<file path="config.mk">
export PLATFORM = sky130hd
export DESIGN_NAME = rom_ram_bank_controller_flat
export DESIGN_NICKNAME = d
export VERILOG_FILES = /design/src/hdl/rrbc_pkg.sv /design/src/hdl/rrbc_if.sv /design/src/hdl/rom_ram_bank_controller.sv /design/src/hdl/rrbc_mod_serial.sv /design/src/flat_wrapper.sv
export SDC_FILE = /design/constraint.sdc
export NUM_CORES = 1
export LEC_CHECK = 0
export BUFFER_PORTS_ARGS = -buffer_cell sky130_fd_sc_hd__buf_2
export CAP_MARGIN = 20
export CORE_MARGIN = 1.5
export CORE_UTILIZATION = 41
export CTS_CLUSTER_SIZE = 12
export DETAILED_ROUTE_END_ITERATION = 10
export PLACE_DENSITY = 0.62
export REMOVE_ABC_BUFFERS = 1
export SLEW_MARGIN = 10
export SYNTH_ARGS = -nofsm -noshare
export SYNTH_HDL_FRONTEND = slang
export SYNTH_SLANG_ARGS = --single-unit
</file>
<file path="constraint.sdc">
create_clock -name clk -period 2.8 [get_ports clk]
set_input_delay 0.28 -clock clk [delete_from_list [all_inputs] [get_ports clk]]
set_output_delay 0.28 -clock clk [all_outputs]
set_load 0.03 [all_outputs]
</file>
<file path="src/hdl/rrbc_pkg.sv">
// Shared constants and types of the ROM/RAM bank controller.
package rrbc_pkg;

    localparam int unsigned ADDR_W        = 16;
    localparam int unsigned BYTE_W        = 8;
    localparam int unsigned ROM_BANK_W    = 7;
    localparam int unsigned RAM_BANK_W    = 8;
    localparam int unsigned ROM_COUNT_W   = 8;
    localparam int unsigned RAM_COUNT_W   = 3;
    localparam int unsigned CFG_INDEX_W   = 1;
    localparam int unsigned CFG_DATA_W    = 8;

    localparam int unsigned MAX_ROM_BANKS = 128;
    localparam int unsigned MAX_RAM_BANKS = 4;

    // Width of the serial remainder units: dividends and divisors fit in one byte.
    localparam int unsigned MOD_W         = 8;
    localparam int unsigned MOD_STEPS     = MOD_W;
    localparam int unsigned MOD_CNT_W     = $clog2(MOD_STEPS);

    // Configuration register indexes.
    localparam logic [CFG_INDEX_W-1:0] CFG_ROM_COUNT = 1'b0;
    localparam logic [CFG_INDEX_W-1:0] CFG_RAM_COUNT = 1'b1;

    // Address regions inside 0x0000-0x7FFF, selected by address bits 14:13.
    localparam logic [1:0] REGION_RAM_ENABLE = 2'd0;
    localparam logic [1:0] REGION_ROM_LOW    = 2'd1;
    localparam logic [1:0] REGION_ROM_HIGH   = 2'd2;
    localparam logic [1:0] REGION_MODE       = 2'd3;

    localparam logic [3:0] RAM_ENABLE_KEY    = 4'hA;
    localparam logic [RAM_BANK_W-1:0] RAM_BANK_NONE = 8'hFF;

    typedef struct packed {
        logic load;
        logic shift;
    } mod_ctrl_t;

    typedef enum logic [2:0] {
        ST_IDLE = 3'b001,
        ST_RUN  = 3'b010,
        ST_DONE = 3'b100
    } state_t;

endpackage

</file>
<file path="src/hdl/rrbc_if.sv">
// Handshake interfaces of the bank controller: write requests, results, configuration.
interface rrbc_req_if;
    logic                               valid;
    logic                               ready;
    logic [rrbc_pkg::ADDR_W-1:0]        write_address;
    logic [rrbc_pkg::BYTE_W-1:0]        write_byte;

    modport source (output valid, output write_address, output write_byte, input ready);
    modport sink   (input valid, input write_address, input write_byte, output ready);
endinterface

interface rrbc_rsp_if;
    logic                               valid;
    logic                               ready;
    logic [rrbc_pkg::ROM_BANK_W-1:0]    fixed_bank;
    logic [rrbc_pkg::ROM_BANK_W-1:0]    switch_bank;
    logic                               ram_active;
    logic [rrbc_pkg::RAM_BANK_W-1:0]    ram_bank_out;

    modport source (output valid, output fixed_bank, output switch_bank,
                    output ram_active, output ram_bank_out, input ready);
    modport sink   (input valid, input fixed_bank, input switch_bank,
                    input ram_active, input ram_bank_out, output ready);
endinterface

interface rrbc_cfg_if;
    logic                               valid;
    logic                               ready;
    logic [rrbc_pkg::CFG_INDEX_W-1:0]   index;
    logic [rrbc_pkg::CFG_DATA_W-1:0]    data;

    modport source (output valid, output index, output data, input ready);
    modport sink   (input valid, input index, input data, output ready);
endinterface

</file>
<file path="src/hdl/rom_ram_bank_controller.sv">
// Top level of the cartridge ROM/RAM bank controller in the MBC1 style.
//
//  Channel | Direction | Handshake     | Payload
//  --------+-----------+---------------+-------------------------------------------------
//  req     | in        | valid / ready | write_address[15:0], write_byte[7:0]
//  rsp     | out       | valid / ready | fixed_bank[6:0], switch_bank[6:0], ram_active,
//          |           |               | ram_bank_out[7:0]
//  cfg     | in        | valid / ready | index[0] (0 ROM bank count, 1 RAM bank count),
//          |           |               | data[7:0]
//
// A request passes through the accept cycle, a run state in which three bit-serial remainder
// units retire the dividend bits one by one, MSB first, and a commit cycle that loads the output
// register. Reset (rst_n, asynchronous, active low) sets ROM mode, RAM disabled, ROM bank 1,
// RAM bank 0, a ROM count of 2 and a RAM count of 0. A result may wait while the
// next request runs; a stall holds the block only in its commit cycle. The configuration port
// is always ready.
module rom_ram_bank_controller (
    input  logic          clk,
    input  logic          rst_n,
    rrbc_req_if.sink      req,
    rrbc_rsp_if.source    rsp,
    rrbc_cfg_if.sink      cfg
);

    // Configuration registers.
    logic [rrbc_pkg::ROM_COUNT_W-1:0] rom_count_reg;
    logic [rrbc_pkg::RAM_COUNT_W-1:0] ram_count_reg;

    // Banking state.
    logic                             mode_reg;
    logic                             ram_enable_reg;
    logic [rrbc_pkg::ROM_BANK_W-1:0]  rom_bank_reg;
    logic [rrbc_pkg::RAM_BANK_W-1:0]  ram_bank_reg;

    // Sequencer.
    rrbc_pkg::state_t                 state_reg;
    rrbc_pkg::state_t                 state_next;
    logic [rrbc_pkg::MOD_CNT_W-1:0]   cnt_reg;
    logic                             active_reg;

    // Output register.
    logic                             out_valid_reg;
    logic [rrbc_pkg::ROM_BANK_W-1:0]  out_fixed_reg;
    logic [rrbc_pkg::ROM_BANK_W-1:0]  out_switch_reg;
    logic                             out_active_reg;
    logic [rrbc_pkg::RAM_BANK_W-1:0]  out_ram_reg;

    // Decode of the accepted request.
    logic                             accept;
    logic                             commit;
    logic [1:0]                       region;
    logic [4:0]                       low_bits;
    logic                             mode_new;
    logic                             enable_new;
    logic [rrbc_pkg::ROM_BANK_W-1:0]  rb_new;
    logic [rrbc_pkg::RAM_BANK_W-1:0]  xb_new;
    logic [rrbc_pkg::ROM_COUNT_W-1:0] rom_count_eff;
    logic [rrbc_pkg::RAM_COUNT_W-1:0] ram_count_eff;

    // Remainder unit operands and results.
    rrbc_pkg::mod_ctrl_t              mod_ctrl;
    logic [rrbc_pkg::MOD_W-1:0]       fixed_dividend;
    logic [rrbc_pkg::MOD_W-1:0]       switch_dividend;
    logic [rrbc_pkg::MOD_W-1:0]       ram_dividend;
    logic [rrbc_pkg::MOD_W-1:0]       rom_divisor;
    logic [rrbc_pkg::MOD_W-1:0]       ram_divisor;
    logic [rrbc_pkg::MOD_W-1:0]       fixed_rem;
    logic [rrbc_pkg::MOD_W-1:0]       switch_rem;
    logic [rrbc_pkg::MOD_W-1:0]       ram_rem;

    assign req.ready = (state_reg == rrbc_pkg::ST_IDLE);
    assign cfg.ready = 1'b1;
    assign accept    = req.valid && req.ready;

    // The commit cycle loads the output register when it is empty or being drained.
    assign commit = (state_reg == rrbc_pkg::ST_DONE) && (!out_valid_reg || rsp.ready);

    // A ROM count of zero or above the maximum means the maximum; the RAM count saturates.
    always_comb
    begin
        if (rom_count_reg == '0 || rom_count_reg > rrbc_pkg::ROM_COUNT_W'(rrbc_pkg::MAX_ROM_BANKS))
        begin
            rom_count_eff = rrbc_pkg::ROM_COUNT_W'(rrbc_pkg::MAX_ROM_BANKS);
        end
        else
        begin
            rom_count_eff = rom_count_reg;
        end
        if (ram_count_reg > rrbc_pkg::RAM_COUNT_W'(rrbc_pkg::MAX_RAM_BANKS))
        begin
            ram_count_eff = rrbc_pkg::RAM_COUNT_W'(rrbc_pkg::MAX_RAM_BANKS);
        end
        else
        begin
            ram_count_eff = ram_count_reg;
        end
    end

    // Register update of the request. Addresses at or above 0x8000 change nothing, but
    // the mode logic still runs and a result is still produced.
    always_comb
    begin
        region     = req.write_address[14:13];
        low_bits   = (req.write_byte[4:0] == 5'd0) ? 5'd1 : req.write_byte[4:0];
        mode_new   = mode_reg;
        enable_new = ram_enable_reg;
        rb_new     = rom_bank_reg;
        xb_new     = ram_bank_reg;
        if (!req.write_address[15])
        begin
            case (region)
                rrbc_pkg::REGION_RAM_ENABLE:
                begin
                    enable_new = (req.write_byte[3:0] == rrbc_pkg::RAM_ENABLE_KEY);
                end
                rrbc_pkg::REGION_ROM_LOW:
                begin
                    rb_new = {rom_bank_reg[6:5], low_bits};
                end
                rrbc_pkg::REGION_ROM_HIGH:
                begin
                    rb_new = {req.write_byte[1:0], rom_bank_reg[4:0]};
                    xb_new = req.write_byte;
                end
                rrbc_pkg::REGION_MODE:
                begin
                    mode_new = req.write_byte[0];
                end
                default:
                begin
                    mode_new = mode_reg;
                end
            endcase
        end
    end

    // In ROM mode the fixed window shows bank 0 and the RAM bank is forced to 0.
    // In RAM mode the upper ROM bits select the fixed bank and the switchable bank keeps
    // only its low five bits.
    always_comb
    begin
        if (mode_new)
        begin
            fixed_dividend  = {1'b0, rb_new[6:5], 5'd0};
            switch_dividend = {3'd0, rb_new[4:0]};
            ram_dividend    = xb_new;
        end
        else
        begin
            fixed_dividend  = '0;
            switch_dividend = {1'b0, rb_new};
            ram_dividend    = '0;
        end
        rom_divisor = rom_count_eff;
        // With no RAM the remainder is never used; divide by one to keep it defined.
        if (ram_count_eff == '0)
        begin
            ram_divisor = rrbc_pkg::MOD_W'(1);
        end
        else
        begin
            ram_divisor = {{(rrbc_pkg::MOD_W-rrbc_pkg::RAM_COUNT_W){1'b0}}, ram_count_eff};
        end
    end

    assign mod_ctrl.load  = accept;
    assign mod_ctrl.shift = (state_reg == rrbc_pkg::ST_RUN);

    rrbc_mod_serial u_fixed_mod (
        .clk       (clk),
        .ctrl      (mod_ctrl),
        .dividend  (fixed_dividend),
        .divisor   (rom_divisor),
        .remainder (fixed_rem)
    );

    rrbc_mod_serial u_switch_mod (
        .clk       (clk),
        .ctrl      (mod_ctrl),
        .dividend  (switch_dividend),
        .divisor   (rom_divisor),
        .remainder (switch_rem)
    );

    rrbc_mod_serial u_ram_mod (
        .clk       (clk),
        .ctrl      (mod_ctrl),
        .dividend  (ram_dividend),
        .divisor   (ram_divisor),
        .remainder (ram_rem)
    );

    // Sequencer: accept, run the remainder units for one step per dividend bit, commit.
    always_comb
    begin
        state_next = state_reg;
        case (state_reg)
            rrbc_pkg::ST_IDLE:
            begin
                if (accept)
                begin
                    state_next = rrbc_pkg::ST_RUN;
                end
            end
            rrbc_pkg::ST_RUN:
            begin
                if (cnt_reg == '0)
                begin
                    state_next = rrbc_pkg::ST_DONE;
                end
            end
            rrbc_pkg::ST_DONE:
            begin
                if (commit)
                begin
                    state_next = rrbc_pkg::ST_IDLE;
                end
            end
            default:
            begin
                state_next = rrbc_pkg::ST_IDLE;
            end
        endcase
    end

    always_ff @(posedge clk or negedge rst_n)
    begin
        if (!rst_n)
        begin
            state_reg      <= rrbc_pkg::ST_IDLE;
            cnt_reg        <= '0;
            active_reg     <= 1'b0;
            rom_count_reg  <= rrbc_pkg::ROM_COUNT_W'(2);
            ram_count_reg  <= '0;
            mode_reg       <= 1'b0;
            ram_enable_reg <= 1'b0;
            rom_bank_reg   <= rrbc_pkg::ROM_BANK_W'(1);
            ram_bank_reg   <= '0;
            out_valid_reg  <= 1'b0;
        end
        else
        begin
            state_reg <= state_next;

            if (cfg.valid && cfg.ready)
            begin
                case (cfg.index)
                    rrbc_pkg::CFG_ROM_COUNT:
                    begin
                        rom_count_reg <= cfg.data;
                    end
                    rrbc_pkg::CFG_RAM_COUNT:
                    begin
                        ram_count_reg <= cfg.data[rrbc_pkg::RAM_COUNT_W-1:0];
                    end
                    default:
                    begin
                        rom_count_reg <= rom_count_reg;
                    end
                endcase
            end

            if (accept)
            begin
                cnt_reg        <= rrbc_pkg::MOD_CNT_W'(rrbc_pkg::MOD_STEPS - 1);
                mode_reg       <= mode_new;
                ram_enable_reg <= enable_new;
                active_reg     <= enable_new && (ram_count_eff != '0);
            end
            else if (state_reg == rrbc_pkg::ST_RUN)
            begin
                cnt_reg <= cnt_reg - 1'b1;
            end

            if (commit)
            begin
                rom_bank_reg <= switch_rem[rrbc_pkg::ROM_BANK_W-1:0];
                ram_bank_reg <= active_reg ? ram_rem : rrbc_pkg::RAM_BANK_NONE;
            end

            if (commit)
            begin
                out_valid_reg <= 1'b1;
            end
            else if (rsp.ready)
            begin
                out_valid_reg <= 1'b0;
            end
        end
    end

    // Result payload; held while the result waits.
    always_ff @(posedge clk)
    begin
        if (commit)
        begin
            out_fixed_reg  <= fixed_rem[rrbc_pkg::ROM_BANK_W-1:0];
            out_switch_reg <= switch_rem[rrbc_pkg::ROM_BANK_W-1:0];
            out_active_reg <= active_reg;
            out_ram_reg    <= active_reg ? ram_rem : rrbc_pkg::RAM_BANK_NONE;
        end
    end

    assign rsp.valid        = out_valid_reg;
    assign rsp.fixed_bank   = out_fixed_reg;
    assign rsp.switch_bank  = out_switch_reg;
    assign rsp.ram_active   = out_active_reg;
    assign rsp.ram_bank_out = out_ram_reg;

endmodule

</file>
<file path="src/hdl/rrbc_mod_serial.sv">
// Bit-serial restoring remainder unit: one dividend bit per cycle while shift is set, MSB first.
module rrbc_mod_serial (
    input  logic                         clk,
    input  rrbc_pkg::mod_ctrl_t          ctrl,
    input  logic [rrbc_pkg::MOD_W-1:0]   dividend,
    input  logic [rrbc_pkg::MOD_W-1:0]   divisor,
    output logic [rrbc_pkg::MOD_W-1:0]   remainder
);

    logic [rrbc_pkg::MOD_W-1:0] dividend_reg;
    logic [rrbc_pkg::MOD_W-1:0] dividend_next;
    logic [rrbc_pkg::MOD_W-1:0] divisor_reg;
    logic [rrbc_pkg::MOD_W-1:0] rem_reg;
    logic [rrbc_pkg::MOD_W-1:0] rem_next;
    logic [rrbc_pkg::MOD_W:0]   trial;

    // Shift the next dividend bit into the partial remainder and subtract when it fits.
    always_comb
    begin
        trial         = {rem_reg, dividend_reg[rrbc_pkg::MOD_W-1]};
        dividend_next = {dividend_reg[rrbc_pkg::MOD_W-2:0], 1'b0};
        if (trial >= {1'b0, divisor_reg})
        begin
            rem_next = rrbc_pkg::MOD_W'(trial - {1'b0, divisor_reg});
        end
        else
        begin
            rem_next = rrbc_pkg::MOD_W'(trial);
        end
    end

    always_ff @(posedge clk)
    begin
        if (ctrl.load)
        begin
            dividend_reg <= dividend;
            divisor_reg  <= divisor;
            rem_reg      <= '0;
        end
        else if (ctrl.shift)
        begin
            dividend_reg <= dividend_next;
            rem_reg      <= rem_next;
        end
    end

    assign remainder = rem_reg;

endmodule

</file>
<file path="src/flat_wrapper.sv">
// flat-port wrapper written by rule: the top's interface ports become plain ports
module rom_ram_bank_controller_flat 
  (clk, rst_n, req_valid, req_write_address, req_write_byte, req_ready, rsp_valid, rsp_fixed_bank, rsp_switch_bank, rsp_ram_active, rsp_ram_bank_out, rsp_ready, cfg_valid, cfg_index, cfg_data, cfg_ready);
  rrbc_req_if req_i ();
  rrbc_rsp_if rsp_i ();
  rrbc_cfg_if cfg_i ();
  input  logic clk;
  input  logic rst_n;
  input wire logic [$bits(req_i.valid)-1:0] req_valid;
  input wire logic [$bits(req_i.write_address)-1:0] req_write_address;
  input wire logic [$bits(req_i.write_byte)-1:0] req_write_byte;
  output wire logic [$bits(req_i.ready)-1:0] req_ready;
  output wire logic [$bits(rsp_i.valid)-1:0] rsp_valid;
  output wire logic [$bits(rsp_i.fixed_bank)-1:0] rsp_fixed_bank;
  output wire logic [$bits(rsp_i.switch_bank)-1:0] rsp_switch_bank;
  output wire logic [$bits(rsp_i.ram_active)-1:0] rsp_ram_active;
  output wire logic [$bits(rsp_i.ram_bank_out)-1:0] rsp_ram_bank_out;
  input wire logic [$bits(rsp_i.ready)-1:0] rsp_ready;
  input wire logic [$bits(cfg_i.valid)-1:0] cfg_valid;
  input wire logic [$bits(cfg_i.index)-1:0] cfg_index;
  input wire logic [$bits(cfg_i.data)-1:0] cfg_data;
  output wire logic [$bits(cfg_i.ready)-1:0] cfg_ready;
  assign req_i.valid = req_valid;
  assign req_i.write_address = req_write_address;
  assign req_i.write_byte = req_write_byte;
  assign req_ready = req_i.ready;
  assign rsp_valid = rsp_i.valid;
  assign rsp_fixed_bank = rsp_i.fixed_bank;
  assign rsp_switch_bank = rsp_i.switch_bank;
  assign rsp_ram_active = rsp_i.ram_active;
  assign rsp_ram_bank_out = rsp_i.ram_bank_out;
  assign rsp_i.ready = rsp_ready;
  assign cfg_i.valid = cfg_valid;
  assign cfg_i.index = cfg_index;
  assign cfg_i.data = cfg_data;
  assign cfg_ready = cfg_i.ready;
  rom_ram_bank_controller u_core (.clk(clk), .rst_n(rst_n), .req(req_i), .rsp(rsp_i), .cfg(cfg_i));
endmodule
</file>
# Word level (Yosys, flattened, before mapping)
# Index checks and enable logic that the tools add are counted.
dict set report word_totals {
  register_bits 123
  latch_bits 0
  mem_bits_rw 0
  rom_bits 0
  in_bits 38
  output_inout_bits 26
  wordCells 91
  mem_count 0
}
dict set report classes {
  add_sub_neg 4
  multipliers 0
  div_mod_pow 0
  n_lt_le_gt_ge 5
  n_eq_ne 10
  shift 0
  mux 31
  n_bitwise 1
  n_reduce_logical 17
}
# operator n
set ops {}
lappend ops {{8-bit two-way mux} 13}
lappend ops {{9-bit by 8-bit greater-or-equal comparator with 1-bit output} 3}
lappend ops {{8-bit subtractor} 3}
lappend ops {{7-bit two-way mux} 3}
lappend ops {{3-bit two-way mux} 6}
lappend ops {{7-bit case mux with 2 select lines} 1}
lappend ops {{3-bit case mux with 3 select lines} 1}
lappend ops {{8-bit greater-than comparator, second input constant} 1}
lappend ops {{8-bit zero test} 1}
lappend ops {{3-bit zero test} 2}
lappend ops {{1-bit two-way mux} 6}
lappend ops {{5-bit zero test} 1}
lappend ops {{5-bit two-way mux} 1}
lappend ops {{2-bit equality test, second input constant} 2}
lappend ops {{4-bit equality test, second input constant} 1}
lappend ops {{2-bit inequality test, second input constant} 2}
lappend ops {{2-bit AND reduction} 2}
lappend ops {{2-bit nonzero test} 2}
lappend ops {{3-bit by 1-bit equality test with 1-bit output, second input constant} 1}
lappend ops {{3-bit by 2-bit equality test with 1-bit output, second input constant} 1}
lappend ops {{3-bit equality test, second input constant} 1}
lappend ops {{3-bit greater-than comparator, second input constant} 1}
lappend ops {{1-bit logical AND} 3}
lappend ops {{3-bit AND reduction} 1}
lappend ops {{other kinds (8)} 9}

# Longest topological paths before layout
# Gate-level depths: netlist of run 1.
dict set report depth {
  word_depth 6
  ltp_mapped 9
  mapped_depth_nobuf 9
}

# Cells and area by module
# A second synthesis of run 1 with hierarchy kept.
dict set report hier_totals {
  hier_cells 541
  area_unflattened_um2 6616.3
}
# module n_inst cells_each area_each_um2 seq_area_each_um2
set by_module_without_submodules {}
lappend by_module_without_submodules {rrbc_mod_serial 3 114 1308.8 640.6}
lappend by_module_without_submodules {rom_ram_bank_controller 1 199 2690.1 1595.3}

# Worst setup path before layout of run 1
# OpenSTA, ideal clock, no wires.
dict set report synth_path {
  path_type {reg2reg}
  start {register u_core.out_valid_reg, in the netlist u_core.rsp.valid}
  end {register u_core.out_fixed_reg, in the netlist u_core.rsp.fixed_bank[0], enable pin}
  arrival_ns 1.677
  t_required_ns 2.491
  setup_slack_ns 0.813
  stages_incl_launch_ff 6
  n_path_buf 2
  period_less_slack_ns 1.987
  cell_sequence {dfrtp_1 > nor2b_1 > nand2b_1 > clkbuf_1 > clkbuf_1 > inv_2}
}
dict set report synth_between {
  elab_chain_len 3
}
# element line
set synth_rtl {}
lappend synth_rtl {{from (decl)} rom_ram_bank_controller.sv:42} ;# logic out_valid_reg;
lappend synth_rtl {{from (signal assigned)} rom_ram_bank_controller.sv:239} ;# out_valid_reg <= 1'b0;
lappend synth_rtl {{from (signal assigned)} rom_ram_bank_controller.sv:283} ;# out_valid_reg <= 1'b1;
lappend synth_rtl {{from (signal assigned)} rom_ram_bank_controller.sv:287} ;# out_valid_reg <= 1'b0;
lappend synth_rtl {{1-bit zero test} rom_ram_bank_controller.sv:76} ;# assign commit = (state_reg == rrbc_pkg::ST_DONE) && (!out_valid_reg || rsp.ready);
lappend synth_rtl {{1-bit logical OR} rom_ram_bank_controller.sv:76}
lappend synth_rtl {{1-bit logical AND} rom_ram_bank_controller.sv:76}
lappend synth_rtl {{net u_core.commit} rom_ram_bank_controller.sv:50} ;# logic commit;
lappend synth_rtl {{to (signal assigned)} rom_ram_bank_controller.sv:297} ;# out_fixed_reg <= fixed_rem[rrbc_pkg::ROM_BANK_W-1:0];
lappend synth_rtl {{to (decl)} rom_ram_bank_controller.sv:43} ;# logic [rrbc_pkg::ROM_BANK_W-1:0] out_fixed_reg;
# The timed path passes the listed nets, and every way through them passes these cells.
# A chain may end at the register's enable or synchronous reset.

# Worst setup path after layout of run 1
dict set report layout_path {
  start {register u_core.u_fixed_mod.divisor_reg[5] (netlist name)}
  end {register u_core.u_fixed_mod.rem_reg, in the netlist u_core.u_fixed_mod.remainder[2]}
}
dict set report layout_between {
  elab_chain_len 2
}
# element line
set layout_rtl {}
lappend layout_rtl {{from (decl)} rrbc_mod_serial.sv:12} ;# logic [rrbc_pkg::MOD_W-1:0] divisor_reg;
lappend layout_rtl {{from (signal assigned)} rrbc_mod_serial.sv:37} ;# divisor_reg <= divisor;
lappend layout_rtl {{9-bit by 8-bit greater-or-equal comparator with 1-bit output} rrbc_mod_serial.sv:22} ;# if (trial >= {1'b0, divisor_reg})
lappend layout_rtl {{8-bit two-way mux} rrbc_mod_serial.sv:22}
lappend layout_rtl {{to (signal assigned)} rrbc_mod_serial.sv:43} ;# rem_reg <= rem_next;
lappend layout_rtl {{to (decl)} rrbc_mod_serial.sv:13} ;# logic [rrbc_pkg::MOD_W-1:0] rem_reg;
# Every way passes these cells.

==> results.rst, run 1 <==
.. list-table::
   :header-rows: 1

   * - Metric
     - Value
   * - Status
     - finished with violations
   * - Violations in the final reports
     - negative hold slack
   * - # placed instances
     - 706
   * - Final Hold Fails
     - 31
   * - Top post-synthesis cells by area
     - sky130_fd_sc_hd__edfxtp_1 29%, sky130_fd_sc_hd__dfrtp_1 15%, sky130_fd_sc_hd__dfxtp_1 8.8%, sky130_fd_sc_hd__ha_1 5.7%, sky130_fd_sc_hd__nand2_1 3.8%
   * - Areal power density over the cells
     - between 1000 and 1500 mW/mm^2
   * - Aggregate global routing overflow
     - 0
   * - Initial antenna violation count
     - 0
   * - Portion of the post-synthesis area used by sequential elements
     - 0.542
   * - Core ar.
     - about 0.013 sq mm
   * - Dpl ws
     - ~0.5 ns
   * - H-tree Lvls
     - 4
   * - Endpoint of the lowest-slack register-to-register path
     - u_core.u_fixed_mod.remainder[2]
   * - Top post-synthesis cells by count
     - 56 x sky130_fd_sc_hd__nand2_1, 53 x sky130_fd_sc_hd__edfxtp_1, 33 x sky130_fd_sc_hd__dfrtp_1
   * - GRT Total Usage
     - 0.166
   * - Count of antenna diodes in the layout
     - 0
   * - Hold Path Class
     - input port to async pin
   * - Netlist cell types
     - between 50 and 60
   * - Register clock-pin slew on the reported worst setup and hold paths
     - 0.05 ns
   * - Total Wirelength
     - between 10 and 15 mm
   * - Clock tree from TritonCTS
     - done
   * - Final TNS setup
     - 0 ns
   * - Net count reported at finish
     - 615
   * - Startpoint kind of the worst setup timing path
     - flip-flop
   * - Final Cycle Share
     - 0.821
   * - Average cell area after synthesis
     - between 10 and 15 sq um
   * - Horizontal die dimension
     - 119 um
   * - First-pass detailed-route iteration total
     - 4
   * - CTS Buffer Depth
     - 2
   * - Peak supply drop
     - roughly 0.44 mV
   * - Vias in the first global route
     - approximately 3600
   * - Average vias per placed instance
     - between 5 and 6
   * - Iter 0 DRT Violations
     - ~240
   * - Clock tree root driver cell
     - sky130_fd_sc_hd__clkbuf_16
   * - Arr. time, crit path
     - about 2.6 ns
   * - Post-CTS setup repair buffer count
     - 0
   * - Multi-input gate area
     - 0.00234 sq mm
   * - Total non-filler cell area in the finished layout
     - approximately 0.0065 sq mm
   * - Least-Margin Pin Slew
     - approximately 0.84 ns
   * - Leading area contributor after synthesis
     - sky130_fd_sc_hd__edfxtp_1
   * - R2r worst-path depth
     - 7
   * - Final setup slack of the worst path
     - 0.502 ns
   * - Most numerous cell in the Yosys netlist
     - sky130_fd_sc_hd__nand2_1
   * - Final Setup Violations
     - 0
   * - Worst slew margin relative to its limit
     - 0.439
   * - Cell area after synthesis
     - between 0.005 and 0.006 sq mm
   * - Minimum clock period after layout
     - approximately 2.3 ns
   * - Finished Core Util
     - 0.496
   * - Std-Cell Rows
     - 42
   * - Wire length of the first global-routing pass
     - around 18 mm
   * - Critical path fanouts, max
     - 10
   * - Placed wire-length estimate
     - approximately 7.5 mm
   * - Critical path start-end classification
     - flip-flop to flip-flop
   * - Num CTS Buffers
     - 17
   * - Number of cells produced by synthesis
     - between 400 and 500
   * - Final count of pins violating max slew
     - 0
   * - Die Ht
     - about 120 um
   * - Count of input and output buffers
     - 49
   * - Clk sinks
     - between 100 and 150
   * - FMAX
     - roughly 0.44 GHz
   * - Post-synth EDFFs
     - 53
   * - Boundary Pins
     - between 60 and 70
   * - Worst R2R Start
     - u_core.u_fixed_mod.divisor_reg[5]
   * - Required time worst endpoint
     - 3.07 ns
   * - Final total power
     - a little over 7 mW
   * - Leakage dissipation
     - 2.85 nW
   * - Min Hold Slack
     - -0.0165 ns
   * - Final routed wire length divided by cell count
     - around 15 um
   * - Count of antenna-violating nets left after detailed routing
     - 0
   * - Synth Warn #
     - 0
   * - Final weighted congestion in routability-driven placement
     - 0.831
   * - Worst setup EP type
     - flip-flop
   * - Yosys top cell area share
     - 0.290
   * - Total DRC errors in the routed layout
     - 0
   * - Setup clock skew after layout
     - around 0.0069 ns
   * - # resized after CTS
     - 0
   * - Area growth from synthesis to layout
     - 18.7%
   * - Fillers
     - 1203
   * - Sequential standard cell area
     - a little under 0.003 sq mm
   * - Routed vias
     - approximately 3800
   * - Pin count of the biggest net entering global routing
     - 37
   * - Non-filler cells, final
     - roughly 740
   * - Flop and latch count out of synthesis
     - ~110
   * - Max-capacitance violation count
     - 0
   * - Area of placed instances
     - roughly 0.0059 sq mm
   * - Reg2Reg Setup Slack
     - between 0.5 and 0.6 ns
   * - Ratio of cells with drive above 1 in the final layout
     - 0.203
   * - Flip-flop cell with the highest count after synthesis
     - sky130_fd_sc_hd__edfxtp_1
   * - Initial Utilization
     - 0.418
   * - Source-to-sink clock delay at the later pin of the worst-skew pair
     - about 0.41 ns
   * - Proportion of synthesized flip-flops having asynchronous set or reset
     - 0.319
   * - Count of hold-fix buffers inserted at cts
     - 0
   * - Die area
     - roughly 0.014 sq mm
   * - Setup repair after global routing missed its margin
     - false
## per-layer routing
metal,track usage,up-vias,wire length [um]
met5,0,-,0
met4,0.0595,0,175
met3,0.0468,15,473
met2,0.260,83,4900
met1,0.222,1801,5170
li1,-,1866,-
## cell usage in the layout (no fill, tap or decap), types with 6 or more instances in the layout
cell type | Yosys | routed
sky130_fd_sc_hd__o21ai_0 | 14 | 14
sky130_fd_sc_hd__nor2_1 | 27 | 27
sky130_fd_sc_hd__ha_1 | 25 | 25
sky130_fd_sc_hd__mux2i_1 | 20 | 20
sky130_fd_sc_hd__edfxtp_1 | 53 | 53
sky130_fd_sc_hd__a32oi_1 | 7 | 7
sky130_fd_sc_hd__mux2_2 | 18 | 18
sky130_fd_sc_hd__nor3_1 | 9 | 9
sky130_fd_sc_hd__dfxtp_1 | 24 | 24
sky130_fd_sc_hd__buf_2 | 1 | 49
sky130_fd_sc_hd__clkinvlp_4 | 0 | 6
sky130_fd_sc_hd__nand2_1 | 56 | 56
sky130_fd_sc_hd__xor2_1 | 6 | 6
sky130_fd_sc_hd__o21ai_1 | 18 | 18
sky130_fd_sc_hd__dfrtp_1 | 33 | 33
sky130_fd_sc_hd__clkbuf_16 | 0 | 17
sky130_fd_sc_hd__nand2b_1 | 21 | 21
sky130_fd_sc_hd__inv_1 | 26 | 26
sky130_fd_sc_hd__a21oi_1 | 17 | 17
sky130_fd_sc_hd__o31ai_1 | 11 | 11
sky130_fd_sc_hd__buf_4 | 1 | 6
sky130_fd_sc_hd__nor2b_1 | 20 | 20
sky130_fd_sc_hd__xnor2_1 | 8 | 8
## final cells by class
class                      count  area share
clock buffer                  19      0.0680
clock inverter                13      0.0211
inverter                      29      0.0167
multi-input combinational    333       0.359
sequential                   113       0.457
tap                          176      0.0338
timing repair buffer          55      0.0445
## critical path, cell delays in order (launching register included)
cell and delay (ns):
sky130_fd_sc_hd__edfxtp_1 0.35, sky130_fd_sc_hd__inv_1 0.09, sky130_fd_sc_hd__ha_1 0.27, sky130_fd_sc_hd__and3_1 0.22, sky130_fd_sc_hd__a2111oi_0 0.44, sky130_fd_sc_hd__o21a_1 0.48
sky130_fd_sc_hd__mux2i_1 0.24, sky130_fd_sc_hd__o21ai_1 0.07
## how the worst max path moves through the flow
stage                                                  from                                  to  slack [ns]  cells after the start
after detailed placement  u_core.u_fixed_mod.divisor_reg[5]     u_core.u_fixed_mod.remainder[2]        0.50                      7
after floorplan                         u_core.state_reg[0]  u_core.u_fixed_mod.dividend_reg[5]       -0.07                      5
final                     u_core.u_fixed_mod.divisor_reg[5]     u_core.u_fixed_mod.remainder[2]        0.50                      7
after global routing      u_core.u_fixed_mod.divisor_reg[6]     u_core.u_fixed_mod.remainder[3]        0.22                      8
after global placement    u_core.u_fixed_mod.divisor_reg[5]     u_core.u_fixed_mod.remainder[3]        0.53                      7
after CTS                 u_core.u_fixed_mod.divisor_reg[5]     u_core.u_fixed_mod.remainder[2]        0.49                      7
## kinds of logic after synthesis
group | count (synthesis) | synth area share
AND/OR/NAND/NOR | 154 | 0.141
flip-flops | 113 | 0.542
AO/OA/AOI/OAI | 97 | 0.119
buffers and inverters | 45 | 0.0317
multiplexers | 39 | 0.0754
adder cells (fa/ha/maj) | 28 | 0.0679
XOR/XNOR | 14 | 0.0223
other | 1 | 0.000683
## power by group
group	internal, mW	switching [mW]
sequential	2.28	0.327
combinational	1.11	1.45
clock	1.33	0.748
Power figures use the tool's default switching activity.
==> run 2: changes to the inputs <==
--- a/config.mk
+++ b/config.mk
@@ -11,7 +11,7 @@
 export CORE_UTILIZATION = 41
 export CTS_CLUSTER_SIZE = 12
 export DETAILED_ROUTE_END_ITERATION = 10
-export PLACE_DENSITY = 0.62
+export PLACE_DENSITY = 0.65
 export REMOVE_ABC_BUFFERS = 1
 export SLEW_MARGIN = 10
 export SYNTH_ARGS = -nofsm -noshare
==> constraint.sdc (replaced) <==
create_clock -name clk -period 1.85 [get_ports clk]
set_input_delay 0.185 -clock clk [delete_from_list [all_inputs] [get_ports clk]]
set_output_delay 0.185 -clock clk [all_outputs]
set_load 0.03 [all_outputs]
==> run 2 against run 1 <==
  * The run ends with negative setup slack left
  * Cell area rose by 13%
  * Sequential share of layout area fell by 5.2 points
  * Count of clock-buffer cells in the layout rose by 1
  * Global-route usage rose by 1.9 points
  * Non-clock buffer count rose by 67
  * Worst hold slack improved by 0.060 ns
  * Sequential power rose by 50%
  * Critical path type unchanged
  * Power rose by 79%
  * Via count rose by 10%
==> results.rst, run 2 (synthesized netlist as in run 1, its figures left out) <==
.. list-table::
   :header-rows: 1

   * - Metric
     - Value
   * - H-tree Lvls
     - 4 (unchanged)
   * - FMAX
     - 0.491 GHz (was 0.435 GHz)
   * - Reg2Reg Setup Slack
     - -0.19 ns (was 0.50 ns)
   * - Count of input and output buffers
     - 49 (unchanged)
   * - Num CTS Buffers
     - 17 (unchanged)
   * - Die Ht
     - 119 um (unchanged)
   * - List of cells traversed by the critical path
     - inv_2 > buf_4 > ha_4 > and3_4 > a2111oi_4 > o21a_2 > buf_12 > mux2i_1 > o21ai_1 (was inv_1 > ha_1 > and3_1 > a2111oi_0 > o21a_1 > mux2i_1 > o21ai_1)
   * - Net count reported at finish
     - 682 (was 615)
   * - Peak supply drop
     - 0.797 mV (was 0.440 mV)
   * - # placed instances
     - 758 (was 706)
   * - Final TNS setup
     - -1.90 ns (was 0 ns)
   * - GRT Total Usage
     - 0.185 (was 0.166)
   * - Register clock-pin slew on the reported worst setup and hold paths
     - 0.05 ns (about the same)
   * - Final Cycle Share
     - 1.10 (was 0.821)
   * - Final routed wire length divided by cell count
     - 15.4 um (was 14.5 um)
   * - Routed vias
     - 4152 (was 3765)
   * - Initial Utilization
     - 0.418 (unchanged)
   * - Non-filler cells, final
     - 805 (was 738)
   * - Longest individual stage delay on the worst path
     - 0.37 ns (was 0.48 ns)
   * - Arr. time, crit path
     - 2.34 ns (was 2.57 ns)
   * - Final count of pins violating max slew
     - 0 (unchanged)
   * - Multi-input gate area
     - 0.00257 sq mm (was 0.00234 sq mm)
   * - Violations in the final reports
     - negative setup slack (was negative hold slack)
   * - Required time worst endpoint
     - 2.15 ns (was 3.07 ns)
   * - Setup repair after global routing missed its margin
     - true (was false)
   * - Least-Margin Pin Slew
     - 0.832 ns (was 0.842 ns)
   * - Endpoint, Worst Hold
     - u_core.ram_count_reg[1]
   * - Source-to-sink clock delay at the later pin of the worst-skew pair
     - 0.42 ns (was 0.41 ns)
   * - CP top delay family
     - compound AO/OA/AOI/OAI gates (unchanged)
   * - Aggregate global routing overflow
     - 0 (unchanged)
   * - CTS Buffer Depth
     - 2 (unchanged)
   * - Final weighted congestion in routability-driven placement
     - 0.864 (was 0.831)
   * - Worst R2R Start
     - u_core.u_fixed_mod.divisor_reg[6] (was u_core.u_fixed_mod.divisor_reg[5])
   * - Critical path fanouts, max
     - 5 (was 10)
   * - Pin count of the biggest net entering global routing
     - 37 (unchanged)
   * - Count of antenna-violating nets left after detailed routing
     - 0 (unchanged)
   * - Leakage dissipation
     - 3.22 nW (was 2.85 nW)
   * - Most common cell after layout, fill and taps aside
     - sky130_fd_sc_hd__nand2_1 (unchanged)
   * - Areal power density over the cells
     - 1760 mW/mm^2 (was 1110 mW/mm^2)
   * - Wire length of the first global-routing pass
     - 20.5 mm (was 18.4 mm)
   * - Worst path bufs/invs
     - 3 (was 1)
   * - Sequential standard cell area
     - 0.00298 sq mm (about the same)
   * - Core ar.
     - 0.0131 sq mm (unchanged)
   * - Total DRC errors in the routed layout
     - 0 (unchanged)
   * - Average vias per placed instance
     - 5.16 (was 5.10)
   * - Clk sinks
     - 113 (unchanged)
   * - Total Wirelength
     - 12.4 mm (was 10.7 mm)
   * - Area growth from synthesis to layout
     - 34.0% (was 18.7%)
   * - Status
     - finished with violations (unchanged)
   * - Die area
     - 0.0141 sq mm (unchanged)
   * - Critical-path top delay cell
     - sky130_fd_sc_hd__edfxtp_1 (was sky130_fd_sc_hd__o21a_1)
   * - Final Setup Violations
     - 16 (was 0)
   * - Final Hold Fails
     - 0 (was 31)
   * - Count of antenna diodes in the layout
     - 0 (unchanged)
   * - Horizontal die dimension
     - 119 um (unchanged)
   * - Fillers
     - 1098 (was 1203)
   * - Top library cells by usage in the layout, fill and taps aside
     - 56 x sky130_fd_sc_hd__nand2_1, 53 x sky130_fd_sc_hd__buf_4, 53 x sky130_fd_sc_hd__edfxtp_1, 49 x sky130_fd_sc_hd__buf_2, 33 x sky130_fd_sc_hd__dfrtp_1 (was 56 x sky130_fd_sc_hd__nand2_1, 53 x sky130_fd_sc_hd__edfxtp_1, 49 x sky130_fd_sc_hd__buf_2, 33 x sky130_fd_sc_hd__dfrtp_1, 27 x sky130_fd_sc_hd__nor2_1)
   * - Clock tree root driver cell
     - sky130_fd_sc_hd__clkbuf_16 (unchanged)
   * - Max-capacitance violation count
     - 0 (unchanged)
   * - Worst hold start
     - cfg_data[1]
   * - Minimum clock period after layout
     - 2.04 ns (was 2.30 ns)
   * - Std-Cell Rows
     - 42 (unchanged)
   * - Setup clock skew after layout
     - 0.0115 ns (was 0.00686 ns)
   * - Hold Path Class
     - input port to flip-flop (was input port to async pin)
   * - Critical path start-end classification
     - flip-flop to flip-flop (unchanged)
   * - Ratio of cells with drive above 1 in the final layout
     - 0.332 (was 0.203)
   * - Worst setup EP type
     - flip-flop (unchanged)
   * - Number of stages on the worst hold path
     - 2
   * - First-pass detailed-route iteration total
     - 4 (unchanged)
   * - Critical path launch point
     - u_core.u_fixed_mod.divisor_reg[6] (was u_core.u_fixed_mod.divisor_reg[5])
   * - Iter 0 DRT Violations
     - 268 (was 238)
   * - Boundary Pins
     - 64 (unchanged)
   * - Startpoint kind of the worst setup timing path
     - flip-flop (unchanged)
   * - Clock tree from TritonCTS
     - done (unchanged)
   * - Placed wire-length estimate
     - 8.44 mm (was 7.48 mm)
   * - Final setup slack of the worst path
     - -0.187 ns (was 0.502 ns)
   * - R2r worst-path depth
     - 9 (was 7)
   * - Min Hold Slack
     - 0.0433 ns (was -0.0165 ns)
   * - Initial antenna violation count
     - 0 (unchanged)
   * - Vias in the first global route
     - 4162 (was 3634)
   * - Endpoint of the lowest-slack register-to-register path
     - u_core.u_fixed_mod.remainder[4] (was u_core.u_fixed_mod.remainder[2])
   * - Worst slew margin relative to its limit
     - 0.445 (was 0.439)
run 2: cell count changes in the layout (fill, tap and decap cells not counted), sizes merged:
cell | before | now
clkinvlp | 6 | 3
dlygate4sd3 | 0 | 8
clkinv | 4 | 6
inv | 30 | 29
buf | 55 | 113
clkbuf | 19 | 21
bufinv | 2 | 3
run 2: routing by layer:
metal	up-vias	share of wire	global-route usage	routed length (um)
li1	2021	-	-	-
met2	100	0.48	0.298	6010
met5	-	0	0	0
met3	29	0.047	0.0560	587
met1	2002	0.45	0.228	5530
met4	0	0.023	0.0881	289
run 2: report_power, final:
part	switching, mW	internal (mW)	total (mW)
Clock	1.11	2.09	3.20
Combinational	2.85	2.99	5.84
Sequential	0.463	3.45	3.91
run 2: layout make-up:
| type | count | share of cell area |
|---|---|---|
| Clock buffer | 20 | 0.0593 |
| Clock inverter | 12 | 0.0194 |
| Tap cell | 176 | 0.0299 |
| Sequential cell | 113 | 0.405 |
| Timing Repair Buffer | 122 | 0.123 |
| Inverter | 29 | 0.0148 |
| Multi-Input combinational cell | 333 | 0.349 |
run 2: worst register-to-register path, delay by kind of cell (launching register included):
| kind | cells | cell delay (ns) |
|---|---|---|
| AO/OA/AOI/OAI | 3 | 0.61 |
| flip-flops | 1 | 0.37 |
| multiplexers | 1 | 0.23 |
| AND/OR/NAND/NOR | 1 | 0.18 |
| adder cells (fa/ha/maj) | 1 | 0.20 |
| buffers and inverters | 3 | 0.33 |
run 2: worst max-delay path by stage:
stage,endpoint,slack (ns),cells past startpoint
floorplan,u_core.u_fixed_mod.dividend_reg[5],-1.02,5
global placement,u_core.u_fixed_mod.remainder[4],-0.21,8
detailed placement,u_core.u_fixed_mod.remainder[4],-0.25,8
CTS,u_core.u_fixed_mod.remainder[3],-0.15,9
global route,u_core.u_fixed_mod.remainder[4],-0.27,9
finish,u_core.u_fixed_mod.remainder[4],-0.19,9
run 2: what timing repair did:
item	4_1_cts	5_1_grt
pin swaps	9	18
setup buffers	2	5
gates cloned	1	1
endpoints found under the setup margin	18	24
resized for setup	26	29
hold buffers	8	0
endpoints found under the hold margin	41	0
run 2: stage by stage:
| stage | total power, mW | cell area, sq um | setup WS [ns] | utilization |
|---|---|---|---|---|
| final | 13.0 | 7360 | -0.187 | 0.560 |
| after global routing | 13.7 | 7360 | -0.270 | 0.560 |
| after CTS | 12.6 | 7190 | -0.147 | 0.548 |
| after detailed placement | 8.84 | 6390 | -0.254 | 0.486 |
| after global placement | 8.65 | 6390 | -0.205 | 0.486 |
| after floorplan | 6.90 | 5430 | -1.02 | - |
==> run 3: changes to the inputs <==
--- a/config.mk
+++ b/config.mk
@@ -13,6 +13,7 @@
 export DETAILED_ROUTE_END_ITERATION = 10
 export PLACE_DENSITY = 0.65
 export REMOVE_ABC_BUFFERS = 1
+export SETUP_SLACK_MARGIN = 0.3
 export SLEW_MARGIN = 10
 export SYNTH_ARGS = -nofsm -noshare
 export SYNTH_HDL_FRONTEND = slang
==> run 3 against run 2 <==
  * The run still ends with negative setup slack left
  * Final cell count up 4.5%
  * Global-route usage increased by 2.7 points
  * Flip-flop and latch count is the same
  * Sequential share of layout area is 5.3 points lower
  * Combinational power rose by 38%
  * Critical endpoint is now u_core.u_switch_mod.remainder[4]
==> results.rst, run 3 (synthesized netlist as in run 1, its figures left out) <==
.. list-table::
   :header-rows: 1

   * - Metric
     - Value
   * - Status
     - finished with violations (unchanged)
   * - Violations in the final reports
     - negative setup slack (unchanged)
   * - Fillers
     - 914 (was 1098)
   * - Net count reported at finish
     - 718 (was 682)
   * - H-tree Lvls
     - 4 (unchanged)
   * - Least-Margin Pin Slew
     - 0.857 ns (was 0.832 ns)
   * - Routed vias
     - 4568 (was 4152)
   * - Placed wire-length estimate
     - 8.44 mm (unchanged)
   * - Sw Pwr
     - 5.48 mW (was 4.43 mW)
   * - Final Setup Violations
     - 20 (was 16)
   * - Critical path launch point
     - u_core.u_fixed_mod.divisor_reg[3] (was u_core.u_fixed_mod.divisor_reg[6])
   * - Setup clock skew after layout
     - 0.00963 ns (was 0.0115 ns)
   * - Comb pwr share
     - 0.526 (was 0.451)
   * - Hold Path Class
     - input port to flip-flop (unchanged)
   * - Count of input and output buffers
     - 49 (unchanged)
   * - Final setup slack of the worst path
     - -0.202 ns (was -0.187 ns)
   * - Total non-filler cell area in the finished layout
     - 0.00847 sq mm (was 0.00736 sq mm)
   * - Critical-path top delay cell
     - sky130_fd_sc_hd__edfxtp_1 (unchanged)
   * - Worst slew margin relative to its limit
     - 0.429 (was 0.445)
   * - Final weighted congestion in routability-driven placement
     - 0.864 (unchanged)
   * - Critical path fanouts, max
     - 3 (was 5)
   * - Area of placed instances
     - 0.00639 sq mm (unchanged)
   * - Wire length of the first global-routing pass
     - 23.0 mm (was 20.5 mm)
   * - Part of the total power dissipated in sequential elements
     - 0.263 (was 0.302)
   * - Initial antenna violation count
     - 0 (unchanged)
   * - Num CTS Buffers
     - 17 (unchanged)
   * - Clock tree root driver cell
     - sky130_fd_sc_hd__clkbuf_16 (unchanged)
   * - Setup repair after global routing missed its margin
     - true (unchanged)
   * - Count of antenna diodes in the layout
     - 0 (unchanged)
   * - Fraction of power spent switching nets
     - 0.357 (was 0.342)
   * - Average vias per placed instance
     - 5.43 (was 5.16)
   * - Total Wirelength
     - 16.1 mm (was 12.4 mm)
   * - Leakage dissipation
     - 3.70 nW (was 3.22 nW)
   * - Most common cell after layout, fill and taps aside
     - sky130_fd_sc_hd__buf_4 (was sky130_fd_sc_hd__nand2_1)
   * - Top library cells by usage in the layout, fill and taps aside
     - 54 x sky130_fd_sc_hd__buf_4, 53 x sky130_fd_sc_hd__edfxtp_1, 48 x sky130_fd_sc_hd__buf_2, 36 x sky130_fd_sc_hd__nand2_1, 33 x sky130_fd_sc_hd__dfrtp_1 (was 56 x sky130_fd_sc_hd__nand2_1, 53 x sky130_fd_sc_hd__buf_4, 53 x sky130_fd_sc_hd__edfxtp_1, 49 x sky130_fd_sc_hd__buf_2, 33 x sky130_fd_sc_hd__dfrtp_1)
   * - FMAX
     - 0.487 GHz (was 0.491 GHz)
   * - Finished Core Util
     - 0.645 (was 0.560)
   * - Clk sinks
     - 113 (unchanged)
   * - Area growth from synthesis to layout
     - 54.3% (was 34.0%)
   * - Final routed wire length divided by cell count
     - 19.2 um (was 15.4 um)
   * - Final total power
     - 15.3 mW (was 13.0 mW)
   * - Aggregate global routing overflow
     - 0 (unchanged)
   * - Vias in the first global route
     - 4466 (was 4162)
   * - Required time worst endpoint
     - 2.15 ns (about the same)
   * - R2r worst-path depth
     - 10 (was 9)
   * - Power share of the clock group
     - 0.211 (was 0.247)
   * - Final count of pins violating max slew
     - 0 (unchanged)
   * - Critical path start-end classification
     - flip-flop to flip-flop (unchanged)
   * - Final Cycle Share
     - 1.11 (was 1.10)
   * - Minimum clock period after layout
     - 2.05 ns (was 2.04 ns)
   * - Ratio of cells with drive above 1 in the final layout
     - 0.463 (was 0.332)
   * - Worst R2R Start
     - u_core.u_fixed_mod.divisor_reg[3] (was u_core.u_fixed_mod.divisor_reg[6])
   * - Core ar.
     - 0.0131 sq mm (unchanged)
   * - Crit path to
     - u_core.u_switch_mod.remainder[4] (was u_core.u_fixed_mod.remainder[4])
   * - Max-capacitance violation count
     - 0 (unchanged)
   * - Longest individual stage delay on the worst path
     - 0.40 ns (was 0.37 ns)
   * - Peak supply drop
     - 0.901 mV (was 0.797 mV)
   * - Worst setup EP type
     - flip-flop (unchanged)
   * - Arr. time, crit path
     - 2.35 ns (was 2.34 ns)
   * - GRT Total Usage
     - 0.212 (was 0.185)
   * - First-pass detailed-route iteration total
     - 5 (was 4)
   * - Die area
     - 0.0141 sq mm (unchanged)
   * - Final Hold Fails
     - 0 (unchanged)
   * - Initial Utilization
     - 0.418 (unchanged)
   * - Reg2Reg Setup Slack
     - -0.20 ns (was -0.19 ns)
   * - Horizontal die dimension
     - 119 um (unchanged)
   * - Pin count of the biggest net entering global routing
     - 37 (unchanged)
   * - Startpoint kind of the worst setup timing path
     - flip-flop (unchanged)
   * - Register clock-pin slew on the reported worst setup and hold paths
     - 0.06 ns (was 0.05 ns)
   * - Int Pwr
     - 9.86 mW (was 8.53 mW)
   * - Std-Cell Rows
     - 42 (unchanged)
   * - Final TNS setup
     - -2.38 ns (was -1.90 ns)
   * - Min Hold Slack
     - 0.0399 ns (was 0.0433 ns)
   * - List of cells traversed by the critical path
     - inv_2 > ha_4 > a21o_1 > a21oi_2 > nand3_2 > a41oi_4 > buf_6 > buf_16 > mux2i_2 > o21ai_1 (was inv_2 > buf_4 > ha_4 > and3_4 > a2111oi_4 > o21a_2 > buf_12 > mux2i_1 > o21ai_1)
   * - Count of antenna-violating nets left after detailed routing
     - 0 (unchanged)
   * - Iter 0 DRT Violations
     - 323 (was 268)
   * - Die Ht
     - 119 um (unchanged)
   * - CTS Buffer Depth
     - 2 (unchanged)
   * - Areal power density over the cells
     - 1810 mW/mm^2 (was 1760 mW/mm^2)
   * - Source-to-sink clock delay at the later pin of the worst-skew pair
     - 0.42 ns (about the same)
   * - Total DRC errors in the routed layout
     - 0 (unchanged)
   * - Boundary Pins
     - 64 (unchanged)
   * - Clock tree from TritonCTS
     - done (unchanged)
   * - Endpoint of the lowest-slack register-to-register path
     - u_core.u_switch_mod.remainder[4] (was u_core.u_fixed_mod.remainder[4])
[run 3: cell count changes in the layout (fill, tap and decap cells not counted), moves of 8 or more]
cell | previous run | this run
sky130_fd_sc_hd__nand2_1 | 56 | 36
sky130_fd_sc_hd__nand2_2 | 0 | 9
sky130_fd_sc_hd__buf_6 | 7 | 23
sky130_fd_sc_hd__nand2_4 | 0 | 11
sky130_fd_sc_hd__mux2_4 | 0 | 8
sky130_fd_sc_hd__o31ai_1 | 11 | 3
[run 3: through the flow]
stage | instances | worst slack, ns
4_1_cts | 820 | -0.147
3_3_place_gp | 758 | -0.205
3_5_place_dp | 758 | -0.254
6_report | 841 | -0.202
5_1_grt | 841 | -0.291
2_1_floorplan | 475 | -1.02
[run 3: worst min path at each step]
stage	from	slack (ns)	to	cells past startpoint
after floorplan	rst_n	-0.11	u_core.active_reg	0
after global placement	rst_n	0.33	u_core.state_reg[2]	1
after detailed placement	rst_n	0.34	u_core.state_reg[2]	1
after CTS	cfg_data[1]	0.02	u_core.ram_count_reg[1]	2
after global routing	cfg_data[1]	0.03	u_core.ram_count_reg[1]	2
final	cfg_data[1]	0.04	u_core.rom_count_reg[1]	2
[run 3: power groups by stage]
stage	registers [mW]	logic [mW]	clock network (mW)
after global routing	4.09	8.59	3.38
after CTS	3.88	6.56	3.26
final	4.03	8.07	3.24
after global placement	3.87	4.78	0
after floorplan	3.80	3.10	0
after detailed placement	3.89	4.95	0
[run 3: final cells by class]
cell class	count	area [sq um]	share of cell area
flip-flops and latches	113	2980	0.351
multi-input cells	333	3020	0.356
clock inverters	12	143	0.0168
clock buffers	20	437	0.0515
repair buffers	158	1550	0.183
well taps	176	220	0.0260
inverters	29	131	0.0155
[run 3: per-layer routing]
metal / wire length, um / vias to the layer above / global-route usage
met2: 8340 / 197 / 0.349
met3: 872 / 49 / 0.0603
met1: 6300 / 2236 / 0.255
met4: 635 / 0 / 0.106
li1: - / 2086 / -
met5: 0 / - / 0
[run 3: what timing repair did]
item | CTS | global route
resized for setup | 89 | 110
setup endpoints to repair | 62 | 107
gates cloned | 7 | 6
endpoints found under the hold margin | 41 | 0
pin swaps | 16 | 41
hold buffers | 8 | 0
setup buffers | 15 | 15
[run 3: worst max-delay path, delay by kind of cell, from the launching register on]
family          cells  cell delay, ns
flops               1            0.40
fa+ha+maj           1            0.21
mux                 1            0.20
buf+inv             3            0.35
compound gates      4            0.65
simple gates        1            0.12
